$ cat src/rtl/core/tpw_pkg.sv
// ============================================================================
// tpw_pkg: shared types and constants of the tuner PLL word generator
// Holds the request and write payload types, the job passed from front to
// back, and the fixed values of the band plan and the register words.
// ============================================================================
package tpw_pkg;

    // Payload of one tune request.
    typedef struct packed {
        logic [21:0] freq_khz;
        logic [25:0] sym_rate;
    } tune_t;

    // Payload of one register write.
    typedef struct packed {
        logic [1:0] reg_index;
        logic [7:0] byte_one;
        logic [7:0] byte_two;
        logic [7:0] byte_three;
        logic [1:0] data_count;
        logic       last;
    } write_t;

    // Classified request as the back end needs it.
    typedef struct packed {
        logic       pdown;
        logic       srate_low;
        logic [7:0] r0;
        logic [7:0] r1a;
        logic [7:0] r1b;
        logic [7:0] r1c;
        logic [7:0] r2a;
    } job_t;

    localparam int unsigned QUEUE_DEPTH = 2;

    // Division by 125 as a multiplication by a rounded-up reciprocal.
    // The rounding error times the largest frequency stays below 2**29,
    // so the truncated product is exact for every 22-bit input.
    localparam int unsigned    RECIP_SHIFT = 29;
    localparam int unsigned    PROD_W      = 45;
    localparam logic [22:0]    RECIP_125   = 23'd4294968;

    // Sub-register indexes.
    localparam logic [1:0] SUBREG_0 = 2'd0;
    localparam logic [1:0] SUBREG_1 = 2'd1;
    localparam logic [1:0] SUBREG_2 = 2'd2;

    // Data byte counts of each sub-register.
    localparam logic [1:0] COUNT_SUBREG_0 = 2'd1;
    localparam logic [1:0] COUNT_SUBREG_1 = 2'd3;
    localparam logic [1:0] COUNT_SUBREG_2 = 2'd2;

    // Band reference points in MHz.
    localparam logic [12:0] REF2_LO = 13'd1190;
    localparam logic [12:0] REF2_HI = 13'd1790;
    localparam logic [12:0] REF3_LO = 13'd1202;
    localparam logic [12:0] REF3_MD = 13'd1542;
    localparam logic [12:0] REF3_HI = 13'd1890;

    // VCO select codes and the fixed low bits of sub-register 0.
    localparam logic [7:0] VCO_LOW   = 8'h07;
    localparam logic [7:0] VCO_MID   = 8'h0B;
    localparam logic [7:0] VCO_HIGH  = 8'h0F;
    localparam logic [7:0] R0_FIXED  = 8'h03;

    localparam logic [12:0] DIV_SPLIT_MHZ = 13'd1525;
    localparam logic [25:0] SRATE_SPLIT   = 26'd8000000;

    // Fixed bytes.
    localparam logic [7:0] BYTE_ZERO     = 8'h00;
    localparam logic [7:0] BYTE_ONES     = 8'hFF;
    localparam logic [7:0] KICK_R0       = 8'h0F;
    localparam logic [7:0] KICK_R1_NARROW = 8'hFB;
    localparam logic [7:0] PRESCALE_R2B  = 8'h40;

endpackage

$ cat src/rtl/core/tpw_front.sv
// ============================================================================
// tpw_front: request intake and classification
// Multiplies the frequency by the reciprocal of 125 in the intake register,
// then derives the band, VCO, divider, port and N/A words into a job.
// ============================================================================
module tpw_front
(
    input  logic           clk,
    input  logic           rst_n,
    input  logic           push,
    output logic           full,
    input  tpw_pkg::tune_t tune,
    output logic           job_push,
    input  logic           job_full,
    output tpw_pkg::job_t  job
);

    logic                         s1_valid_reg, s1_valid_next;
    logic                         pdown_reg, pdown_next;
    logic                         srate_low_reg, srate_low_next;
    logic [tpw_pkg::PROD_W-1:0]   prod_reg, prod_next;

    logic        advance;
    logic [15:0] nf;
    logic [12:0] zf;
    logic [12:0] near2, near3;
    logic        band2;
    logic [7:0]  vco;

    function automatic logic [12:0] gap(input logic [12:0] a, input logic [12:0] b);
        gap = (a > b) ? (a - b) : (b - a);
    endfunction

    function automatic logic [12:0] min2(input logic [12:0] a, input logic [12:0] b);
        min2 = (a < b) ? a : b;
    endfunction

    assign advance  = !s1_valid_reg || !job_full;
    assign full     = !advance;
    assign job_push = s1_valid_reg && !job_full;

    always_comb
    begin
        s1_valid_next  = s1_valid_reg;
        pdown_next     = pdown_reg;
        srate_low_next = srate_low_reg;
        prod_next      = prod_reg;
        if (advance)
        begin
            s1_valid_next  = push;
            pdown_next     = (tune.freq_khz == 22'd0);
            srate_low_next = (tune.sym_rate < tpw_pkg::SRATE_SPLIT);
            prod_next      = tpw_pkg::PROD_W'(tune.freq_khz)
                           * tpw_pkg::PROD_W'(tpw_pkg::RECIP_125);
        end
    end

    always_ff @(posedge clk or negedge rst_n)
    begin
        if (!rst_n)
        begin
            s1_valid_reg <= 1'b0;
        end
        else
        begin
            s1_valid_reg <= s1_valid_next;
        end
    end

    always_ff @(posedge clk)
    begin
        pdown_reg     <= pdown_next;
        srate_low_reg <= srate_low_next;
        prod_reg      <= prod_next;
    end

    // nf is the frequency in units of 125 kHz; zf, in MHz, follows by a shift.
    assign nf    = prod_reg[tpw_pkg::RECIP_SHIFT +: 16];
    assign zf    = nf[15:3];
    assign near2 = min2(gap(zf, tpw_pkg::REF2_LO), gap(zf, tpw_pkg::REF2_HI));
    assign near3 = min2(min2(gap(zf, tpw_pkg::REF3_LO), gap(zf, tpw_pkg::REF3_MD)),
                        gap(zf, tpw_pkg::REF3_HI));
    assign band2 = near2 < near3;

    always_comb
    begin
        vco = tpw_pkg::BYTE_ZERO;
        if (band2)
        begin
            if ((zf >= 13'd950 && zf < 13'd1350) || (zf >= 13'd1430 && zf < 13'd1950))
                vco = tpw_pkg::VCO_LOW;
            else if ((zf >= 13'd1350 && zf < 13'd1430) || (zf >= 13'd1950 && zf < 13'd2150))
                vco = tpw_pkg::VCO_MID;
        end
        else
        begin
            if ((zf >= 13'd950 && zf < 13'd1350) || (zf >= 13'd1455 && zf < 13'd1950))
                vco = tpw_pkg::VCO_LOW;
            else if ((zf >= 13'd1350 && zf < 13'd1420) || (zf >= 13'd1950 && zf < 13'd2150))
                vco = tpw_pkg::VCO_MID;
            else if (zf >= 13'd1420 && zf < 13'd1455)
                vco = tpw_pkg::VCO_HIGH;
        end
    end

    always_comb
    begin
        job.pdown     = pdown_reg;
        job.srate_low = srate_low_reg;
        job.r0        = vco | tpw_pkg::R0_FIXED;

        job.r1a    = 8'h40;
        job.r1a[7] = (zf > tpw_pkg::DIV_SPLIT_MHZ);
        job.r2a    = 8'h0C;
        if (band2)
        begin
            job.r1a[5] = (zf <= 13'd1430);
            job.r2a[4] = 1'b1;
        end
        else
        begin
            job.r1a[5] = (zf < 13'd1630);
            job.r2a[4] = (zf < 13'd1455) || (zf >= 13'd1630);
        end
        // Port bits: wide symbol rates set both bits, narrow ones only the upper.
        job.r1a[3]   = 1'b1;
        job.r1a[2]   = !srate_low_reg;
        // N = nf/32 and A = (2*nf) mod 64 fall out as bit fields of nf.
        job.r1a[1:0] = nf[15:14];
        job.r1b      = nf[13:6];
        job.r1c      = {nf[5], 1'b0, nf[4:0], 1'b0};
    end

endmodule

$ cat src/rtl/core/tpw_queue.sv
// ============================================================================
// tpw_queue: job queue between front and back
// A small first-in first-out store of classified requests.
// ============================================================================
module tpw_queue
#(
    parameter int unsigned DEPTH = tpw_pkg::QUEUE_DEPTH
)
(
    input  logic          clk,
    input  logic          rst_n,
    input  logic          wr_en,
    input  tpw_pkg::job_t wr_data,
    output logic          full,
    input  logic          rd_en,
    output logic          rd_valid,
    output tpw_pkg::job_t rd_data
);

    localparam int unsigned PTR_W = (DEPTH > 1) ? $clog2(DEPTH) : 1;
    localparam int unsigned CNT_W = $clog2(DEPTH + 1);

    tpw_pkg::job_t    mem [DEPTH];
    logic [PTR_W-1:0] wr_ptr_reg, wr_ptr_next;
    logic [PTR_W-1:0] rd_ptr_reg, rd_ptr_next;
    logic [CNT_W-1:0] count_reg, count_next;
    logic             do_wr, do_rd;

    assign full     = (count_reg == CNT_W'(DEPTH));
    assign rd_valid = (count_reg != '0);
    assign rd_data  = mem[rd_ptr_reg];
    assign do_wr    = wr_en && !full;
    assign do_rd    = rd_en && rd_valid;

    always_comb
    begin
        wr_ptr_next = wr_ptr_reg;
        rd_ptr_next = rd_ptr_reg;
        count_next  = count_reg;
        if (do_wr)
            wr_ptr_next = (wr_ptr_reg == PTR_W'(DEPTH - 1)) ? '0 : wr_ptr_reg + 1'b1;
        if (do_rd)
            rd_ptr_next = (rd_ptr_reg == PTR_W'(DEPTH - 1)) ? '0 : rd_ptr_reg + 1'b1;
        if (do_wr && !do_rd)
            count_next = count_reg + 1'b1;
        else if (do_rd && !do_wr)
            count_next = count_reg - 1'b1;
    end

    always_ff @(posedge clk or negedge rst_n)
    begin
        if (!rst_n)
        begin
            wr_ptr_reg <= '0;
            rd_ptr_reg <= '0;
            count_reg  <= '0;
        end
        else
        begin
            wr_ptr_reg <= wr_ptr_next;
            rd_ptr_reg <= rd_ptr_next;
            count_reg  <= count_next;
        end
    end

    always_ff @(posedge clk)
    begin
        if (do_wr)
            mem[wr_ptr_reg] <= wr_data;
    end

endmodule

$ cat src/rtl/core/tpw_back.sv
// ============================================================================
// tpw_back: register-write sequencer
// Walks a job's writes into the output register, one per cycle unless stalled.
// ============================================================================
module tpw_back
(
    input  logic            clk,
    input  logic            rst_n,
    input  logic            job_valid,
    input  tpw_pkg::job_t   job,
    output logic            job_pop,
    output logic            empty,
    input  logic            pop,
    output tpw_pkg::write_t result
);

    typedef enum logic [2:0] {
        STEP_KICK0,
        STEP_KICK1,
        STEP_KICK2,
        STEP_SET2,
        STEP_SET0,
        STEP_SET1
    } step_t;

    step_t           step_reg, step_next;
    logic            out_valid_reg, out_valid_next;
    tpw_pkg::write_t result_reg, result_next;
    tpw_pkg::write_t wr;
    logic            load;
    logic            last_step;

    assign load      = !out_valid_reg || pop;
    assign last_step = job.pdown ? (step_reg == STEP_KICK2) : (step_reg == STEP_SET1);
    assign empty     = !out_valid_reg;
    assign result    = result_reg;

    // Write contents of the current step.
    always_comb
    begin
        wr            = '0;
        wr.last       = last_step;
        case (step_reg)
            STEP_KICK0:
            begin
                wr.reg_index  = tpw_pkg::SUBREG_0;
                wr.data_count = tpw_pkg::COUNT_SUBREG_0;
                wr.byte_one   = job.pdown ? tpw_pkg::BYTE_ZERO : tpw_pkg::KICK_R0;
            end
            STEP_KICK1:
            begin
                wr.reg_index  = tpw_pkg::SUBREG_1;
                wr.data_count = tpw_pkg::COUNT_SUBREG_1;
                wr.byte_one   = (!job.pdown && job.srate_low) ? tpw_pkg::KICK_R1_NARROW
                                                              : tpw_pkg::BYTE_ONES;
                wr.byte_two   = tpw_pkg::BYTE_ONES;
                wr.byte_three = job.pdown ? tpw_pkg::BYTE_ONES : tpw_pkg::BYTE_ZERO;
            end
            STEP_KICK2:
            begin
                wr.reg_index  = tpw_pkg::SUBREG_2;
                wr.data_count = tpw_pkg::COUNT_SUBREG_2;
                wr.byte_one   = tpw_pkg::BYTE_ONES;
                wr.byte_two   = tpw_pkg::BYTE_ONES;
            end
            STEP_SET2:
            begin
                wr.reg_index  = tpw_pkg::SUBREG_2;
                wr.data_count = tpw_pkg::COUNT_SUBREG_2;
                wr.byte_one   = job.r2a;
                wr.byte_two   = tpw_pkg::PRESCALE_R2B;
            end
            STEP_SET0:
            begin
                wr.reg_index  = tpw_pkg::SUBREG_0;
                wr.data_count = tpw_pkg::COUNT_SUBREG_0;
                wr.byte_one   = job.r0;
            end
            STEP_SET1:
            begin
                wr.reg_index  = tpw_pkg::SUBREG_1;
                wr.data_count = tpw_pkg::COUNT_SUBREG_1;
                wr.byte_one   = job.r1a;
                wr.byte_two   = job.r1b;
                wr.byte_three = job.r1c;
            end
            default:
            begin
                wr.reg_index  = tpw_pkg::SUBREG_0;
                wr.data_count = tpw_pkg::COUNT_SUBREG_0;
            end
        endcase
    end

    always_comb
    begin
        step_next      = step_reg;
        out_valid_next = out_valid_reg && !pop;
        result_next    = result_reg;
        job_pop        = 1'b0;
        if (load && job_valid)
        begin
            out_valid_next = 1'b1;
            result_next    = wr;
            if (last_step)
            begin
                job_pop   = 1'b1;
                step_next = STEP_KICK0;
            end
            else
            begin
                case (step_reg)
                    STEP_KICK0: step_next = STEP_KICK1;
                    STEP_KICK1: step_next = STEP_KICK2;
                    STEP_KICK2: step_next = STEP_SET2;
                    STEP_SET2:  step_next = STEP_SET0;
                    STEP_SET0:  step_next = STEP_SET1;
                    default:    step_next = STEP_KICK0;
                endcase
            end
        end
    end

    always_ff @(posedge clk or negedge rst_n)
    begin
        if (!rst_n)
        begin
            step_reg      <= STEP_KICK0;
            out_valid_reg <= 1'b0;
            result_reg    <= '0;
        end
        else
        begin
            step_reg      <= step_next;
            out_valid_reg <= out_valid_next;
            result_reg    <= result_next;
        end
    end

endmodule

$ cat src/rtl/core/tuner_pll_word_generator.sv
// ============================================================================
// tuner_pll_word_generator: tuner PLL register-write sequence generator
// Turns a tune request into the register writes that program the PLL.
// ============================================================================
// Each tune request yields six register writes, or three when the frequency
// is zero (power-down), delivered one per clock while the consumer pops; the
// write sequencer emits a single write per cycle while its output register
// is free or popped and a job waits. A request is first held in the front
// end's intake register, with the reciprocal product that replaces the
// division by 125, and classification follows in the same cycle; its job
// then enters a two-entry queue, and from the queue the sequencer registers
// its first write into the output register once that register is free. The
// front end keeps accepting requests while the sequencer and the output
// register are busy, until the queue fills; full then holds off further
// pushes. Write payloads carry unused data bytes as zero.
// ============================================================================
module tuner_pll_word_generator
#(
    parameter int unsigned QUEUE_DEPTH = tpw_pkg::QUEUE_DEPTH
)
(
    input  logic            clk,
    input  logic            rst_n,
    input  logic            push,
    output logic            full,
    input  tpw_pkg::tune_t  tune,
    output logic            empty,
    input  logic            pop,
    output tpw_pkg::write_t result
);

    // Front-to-queue and queue-to-back connections.
    logic          job_push;
    logic          job_full;
    tpw_pkg::job_t job_in;
    logic          job_valid;
    logic          job_pop;
    tpw_pkg::job_t job_out;

    // The front end registers the request together with its reciprocal
    // product, then classifies it into the precomputed register words.
    tpw_front u_front
    (
        .clk      (clk),
        .rst_n    (rst_n),
        .push     (push),
        .full     (full),
        .tune     (tune),
        .job_push (job_push),
        .job_full (job_full),
        .job      (job_in)
    );

    // The queue decouples classification from write sequencing.
    tpw_queue
    #(
        .DEPTH (QUEUE_DEPTH)
    )
    u_queue
    (
        .clk      (clk),
        .rst_n    (rst_n),
        .wr_en    (job_push),
        .wr_data  (job_in),
        .full     (job_full),
        .rd_en    (job_pop),
        .rd_valid (job_valid),
        .rd_data  (job_out)
    );

    // The sequencer releases the job once its last write is registered.
    tpw_back u_back
    (
        .clk       (clk),
        .rst_n     (rst_n),
        .job_valid (job_valid),
        .job       (job_out),
        .job_pop   (job_pop),
        .empty     (empty),
        .pop       (pop),
        .result    (result)
    );

endmodule

$ cat config.mk
export PLATFORM = sky130hd
export DESIGN_NAME = tuner_pll_word_generator
export DESIGN_NICKNAME = d
export VERILOG_FILES = /design/src/rtl/core/tpw_pkg.sv /design/src/rtl/core/tpw_front.sv /design/src/rtl/core/tpw_queue.sv /design/src/rtl/core/tpw_back.sv /design/src/rtl/core/tuner_pll_word_generator.sv
export SDC_FILE = /design/constraint.sdc
export NUM_CORES = 1
export LEC_CHECK = 0
export BUFFER_PORTS_ARGS = -buffer_cell sky130_fd_sc_hd__buf_2
export CAP_MARGIN = 5
export CORE_MARGIN = 3
export CORE_UTILIZATION = 36
export DETAILED_ROUTE_END_ITERATION = 6
export SLEW_MARGIN = 25
export SYNTH_ARGS = -nofsm -noshare
export SYNTH_HDL_FRONTEND = slang
export SYNTH_HIERARCHICAL = 1
export SYNTH_SLANG_ARGS = --single-unit
$ cat constraint.sdc
create_clock -name clk -period 6.9 [get_ports clk]
set_input_delay 1.035 -clock clk [delete_from_list [all_inputs] [get_ports clk]]
set_output_delay 1.035 -clock clk [all_outputs]
set_load 0.03 [all_outputs]
==> summary by stage <==
Status
The run finished with clean final reports.

Global routing
The via count of the first global-routing pass is 12755. The initial antenna violation count is 0. The first global-routing pass estimated 66830 um of wire. The global route total overflow is 0.

The total global-route track usage is 17.70%. Entering global routing, the biggest net connects 52 pins.

CTS
In this run the clock root is driven by a sky130_fd_sc_hd__clkbuf_16. In this run, CTS created clock tree buffers numbering 17. CTS saw 140 sinks.

The worst-skew pair later-pin latency is 0.42 ns. The clock transition at the registers of the reported paths is around 0.06 ns. The clock passes through at most 2 buffers. The H-tree was split into 4 levels.

The clock tree from TritonCTS is built.

STA
Across the routed clock network, the largest skew measured is 0.007721 ns. The number of failing hold endpoints at the final stage came to 0. For the pin with the worst max-slew slack, the measured transition is 0.8701 ns. Static timing analysis puts the maximum clock frequency at 149.6 MHz. The clock period could shrink to 6.682 ns. The max-slew violation total from the final report came to 0. The setup slack after layout is ~0.22 ns.

In the finished design, the share of the clock period the worst path needs comes to 96.85%. Headroom to the max-slew limit came out at about two fifths. Setup violations remaining at the end of the flow were counted as 0.

Layout
The multi-input combinational cell area is 10920 sq um. From synthesis to final layout, the design area changed by 13.70%. The antenna diode count is 0. The top cell types in the final layout, fill and taps aside, are sky130_fd_sc_hd__ha_1 (243), sky130_fd_sc_hd__inv_1 (241), sky130_fd_sc_hd__nand2_1 (104). The number of flip-flops under the largest register name is 84. The final layout net count is 2193. The library cell used most frequently in the layout, excluding fill and tap cells, is sky130_fd_sc_hd__ha_1. Of the cells placed in the final design, the portion with a size suffix greater than 1 is 16.75%. In the final layout, flip-flops and latches occupy 4015 sq um. The layout filler cell count is 4268.

Critical path
Following the worst setup path forward leads to its endpoint at u_queue/mem[0][34]. On the worst path, the slowest cell contributes a delay of around 0.50 ns. The slack of the worst reg-to-reg path is 0.22 ns. Together, buffers and inverters on the worst path number 1.

Of all nets on the critical path, the largest fanout is 8. The type of element launching the critical path is a flip-flop. The worst setup path category is reg2reg. The critical path required time is 7.06 ns. Among cell families on the critical path, the largest total delay comes from compound AO/OA/AOI/OAI gates. The reg-to-reg critical path startpoint is u_front/prod_reg[33]. The critical path startpoint is u_front/prod_reg[33]. The arrival time of the worst setup path is about 6.8 ns. The worst register-to-register path ends at u_queue/mem[0][34]. The kind of end point of the critical path is a flip-flop. On the critical path, the stage with the largest delay is an instance of sky130_fd_sc_hd__edfxtp_1. The critical path depth in cells is 29.

The count of cells along the worst register-to-register path is 29.

Min path
The worst hold path belongs to the class reg2reg.

Synthesis
Summed over its instances, the top area cell type makes up about a fifth of the synthesized netlist area. The synthesized design spends more area on one cell type than any other, namely sky130_fd_sc_hd__ha_1. The dominant register cell in the synthesized netlist is sky130_fd_sc_hd__edfxtp_1. The sequential area share after synthesis is between 20% and 30%. The number of different library cells used by synthesis comes to 87.

The yosys synthesis warning count is 6. The summed instance area of the synthesized netlist is 16140 sq um. In this run, synthesis produced a sequential element count of 140. By area the synthesized netlist is led by sky130_fd_sc_hd__ha_1 (19%), sky130_fd_sc_hd__edfxtp_1 (19%), sky130_fd_sc_hd__fa_1 (12%). The synthesized design contains 102 enable-type register cells. Synthesis handed over a netlist of 1669 instances. The fraction of synthesis flops using an asynchronous set or reset pin is 27.14%. The mean post-synth cell area is 9.668 sq um.

Die
The total I/O pin count is 83. The die height is 217.7 um. The die covers 47400 sq um. In this run the standard cell core region covers approximately 44000 sq um. The initial core utilization is 36.97%. From left edge to right edge, the die measures 217.7 um. In this run the core area contains 76 standard-cell rows.

Place
The HPWL after detailed placement is 33000 um. The congestion estimate from routability-driven global placement came to 0.9487. The minimum setup slack after placement is -0.04393 ns. The count of buffers added on input and output ports is 73.

Drt
The top routing layer in use is met4. After detailed routing, the met2 layer carries 20340 um of wire. For this block, wires on met1 add up to ~19000 um. The violation count after the first detailed-routing iteration is 816.

The via count is 12410. After detailed routing, the number of vias per cell comes to ~5.2. Summed over all nets, wire length on met3 after detailed routing comes to about 1700 um. The average wire length per cell after detail routing is 17.32 um. The overall routed net length is 41460 um. The number of remaining DRC errors is 0. The count of nets left with antenna violations once routing finished came out at 0. The pre-antenna-repair detailed-routing pass consisted of 7 iterations.

Run
The reported max-cap violation count is 0.
==> routing by layer <==
| layer | global-route usage, % | vias up |
|---|---|---|
| met5 | 0 | - |
| li1 | - | 6058 |
| met4 | 4.371 | 0 |
| met1 | 23.36 | 5981 |
| met3 | 2.146 | 50 |
| met2 | 30.93 | 321 |
==> how the worst min path moves through the flow <==
stage | start | endpoint | slack [ns] | depth (start not counted)
detailed placement | u_front/pdown_reg | u_queue/mem[0][41] | 0.44 | 0
global route | u_front/pdown_reg | u_queue/mem[1][41] | 0.46 | 0
finish | u_front/pdown_reg | u_queue/mem[1][41] | 0.44 | 0
global placement | u_front/prod_reg[30] | u_queue/mem[0][10] | 0.42 | 0
floorplan | u_front/prod_reg[30] | u_queue/mem[0][10] | 0.42 | 0
CTS | u_front/pdown_reg | u_queue/mem[1][41] | 0.45 | 0
==> per-stage QoR <==
| stage | std cells | setup TNS [ns] | instance area [sq um] | util [%] | hold WS (ns) |
|---|---|---|---|---|---|
| finish | 2394 | 0 | 18350 | 42.04 | 0.4448 |
| global route | 2394 | -0.4504 | 18350 | 42.04 | 0.4602 |
| global placement | 2353 | -0.5608 | 17500 | 40.09 | 0.4248 |
| CTS | 2385 | 0 | 18090 | 41.46 | 0.4491 |
| floorplan | 1685 | 0 | 16210 | - | 0.4215 |
| detailed placement | 2353 | -0.09547 | 17500 | 40.09 | 0.4359 |
==> timing repair <==
item / in CTS / in global routing
pin swaps: 1 / 23
hold buffers: 0 / 0
setup buffers: 0 / 9
setup endpoints to repair: 8 / 8
resized for setup: 3 / 42
==> area by class of cell <==
class / count / area share (%)
inverters: 247 / 5.053
repair buffers: 176 / 6.356
clock inverters: 10 / 0.4774
flip-flops and latches: 140 / 21.88
well taps: 585 / 3.989
multi-input cells: 1214 / 59.53
clock buffers: 22 / 2.707
==> logic make-up (layout without fill, tap and decap cells) <==
family                     Yosys count  count (layout)  synth area share (%)
xor gates and xnor gates            68              68                 3.691
buffers and inverters              331             455                 8.987
AOI/OAI and AO/OA                  388             388                 15.38
adders and majority gates          345             345                 31.26
muxes                               78              78                 6.094
other                                2              18               0.04654
and+or+nand+nor                    317             317                 9.669
DFF                                140             140                 24.87
==> synth_stat cells (7+ instances only) <==
cell,n
sky130_fd_sc_hd__a211oi_1,16
sky130_fd_sc_hd__a21o_1,29
sky130_fd_sc_hd__a21oi_1,103
sky130_fd_sc_hd__a31oi_1,14
sky130_fd_sc_hd__a32o_1,7
sky130_fd_sc_hd__and2_1,16
sky130_fd_sc_hd__and3_1,8
sky130_fd_sc_hd__buf_2,24
sky130_fd_sc_hd__buf_4,22
sky130_fd_sc_hd__clkbuf_1,25
sky130_fd_sc_hd__dfrtp_1,38
sky130_fd_sc_hd__edfxtp_1,102
sky130_fd_sc_hd__fa_1,97
sky130_fd_sc_hd__ha_1,248
sky130_fd_sc_hd__inv_1,243
sky130_fd_sc_hd__mux2_4,39
sky130_fd_sc_hd__mux2i_1,33
sky130_fd_sc_hd__nand2_1,104
sky130_fd_sc_hd__nand2b_1,13
sky130_fd_sc_hd__nand3_1,24
sky130_fd_sc_hd__nand4_1,14
sky130_fd_sc_hd__nor2_1,73
sky130_fd_sc_hd__nor2b_1,7
sky130_fd_sc_hd__nor3_1,13
sky130_fd_sc_hd__nor4_1,9
sky130_fd_sc_hd__o211ai_1,7
sky130_fd_sc_hd__o21a_1,13
sky130_fd_sc_hd__o21ai_0,92
sky130_fd_sc_hd__o21ai_1,20
sky130_fd_sc_hd__o31ai_1,9
sky130_fd_sc_hd__xnor2_1,54
sky130_fd_sc_hd__xor2_1,14
==> worst register-to-register path: cells and delay by family, from the launching register on <==
kind / cells / cell delay, ns
multiplexers: 2 / 0.48
AO/OA/AOI/OAI: 17 / 3.16
adder cells (fa/ha/maj): 4 / 1.11
flip-flops: 1 / 0.50
XOR/XNOR: 1 / 0.23
AND/OR/NAND/NOR: 4 / 0.78
buffers and inverters: 1 / 0.14
Power is left out: the tool's default activity adds up to more than one toggle a clock period on the data nets, which glitch-free logic cannot reach.
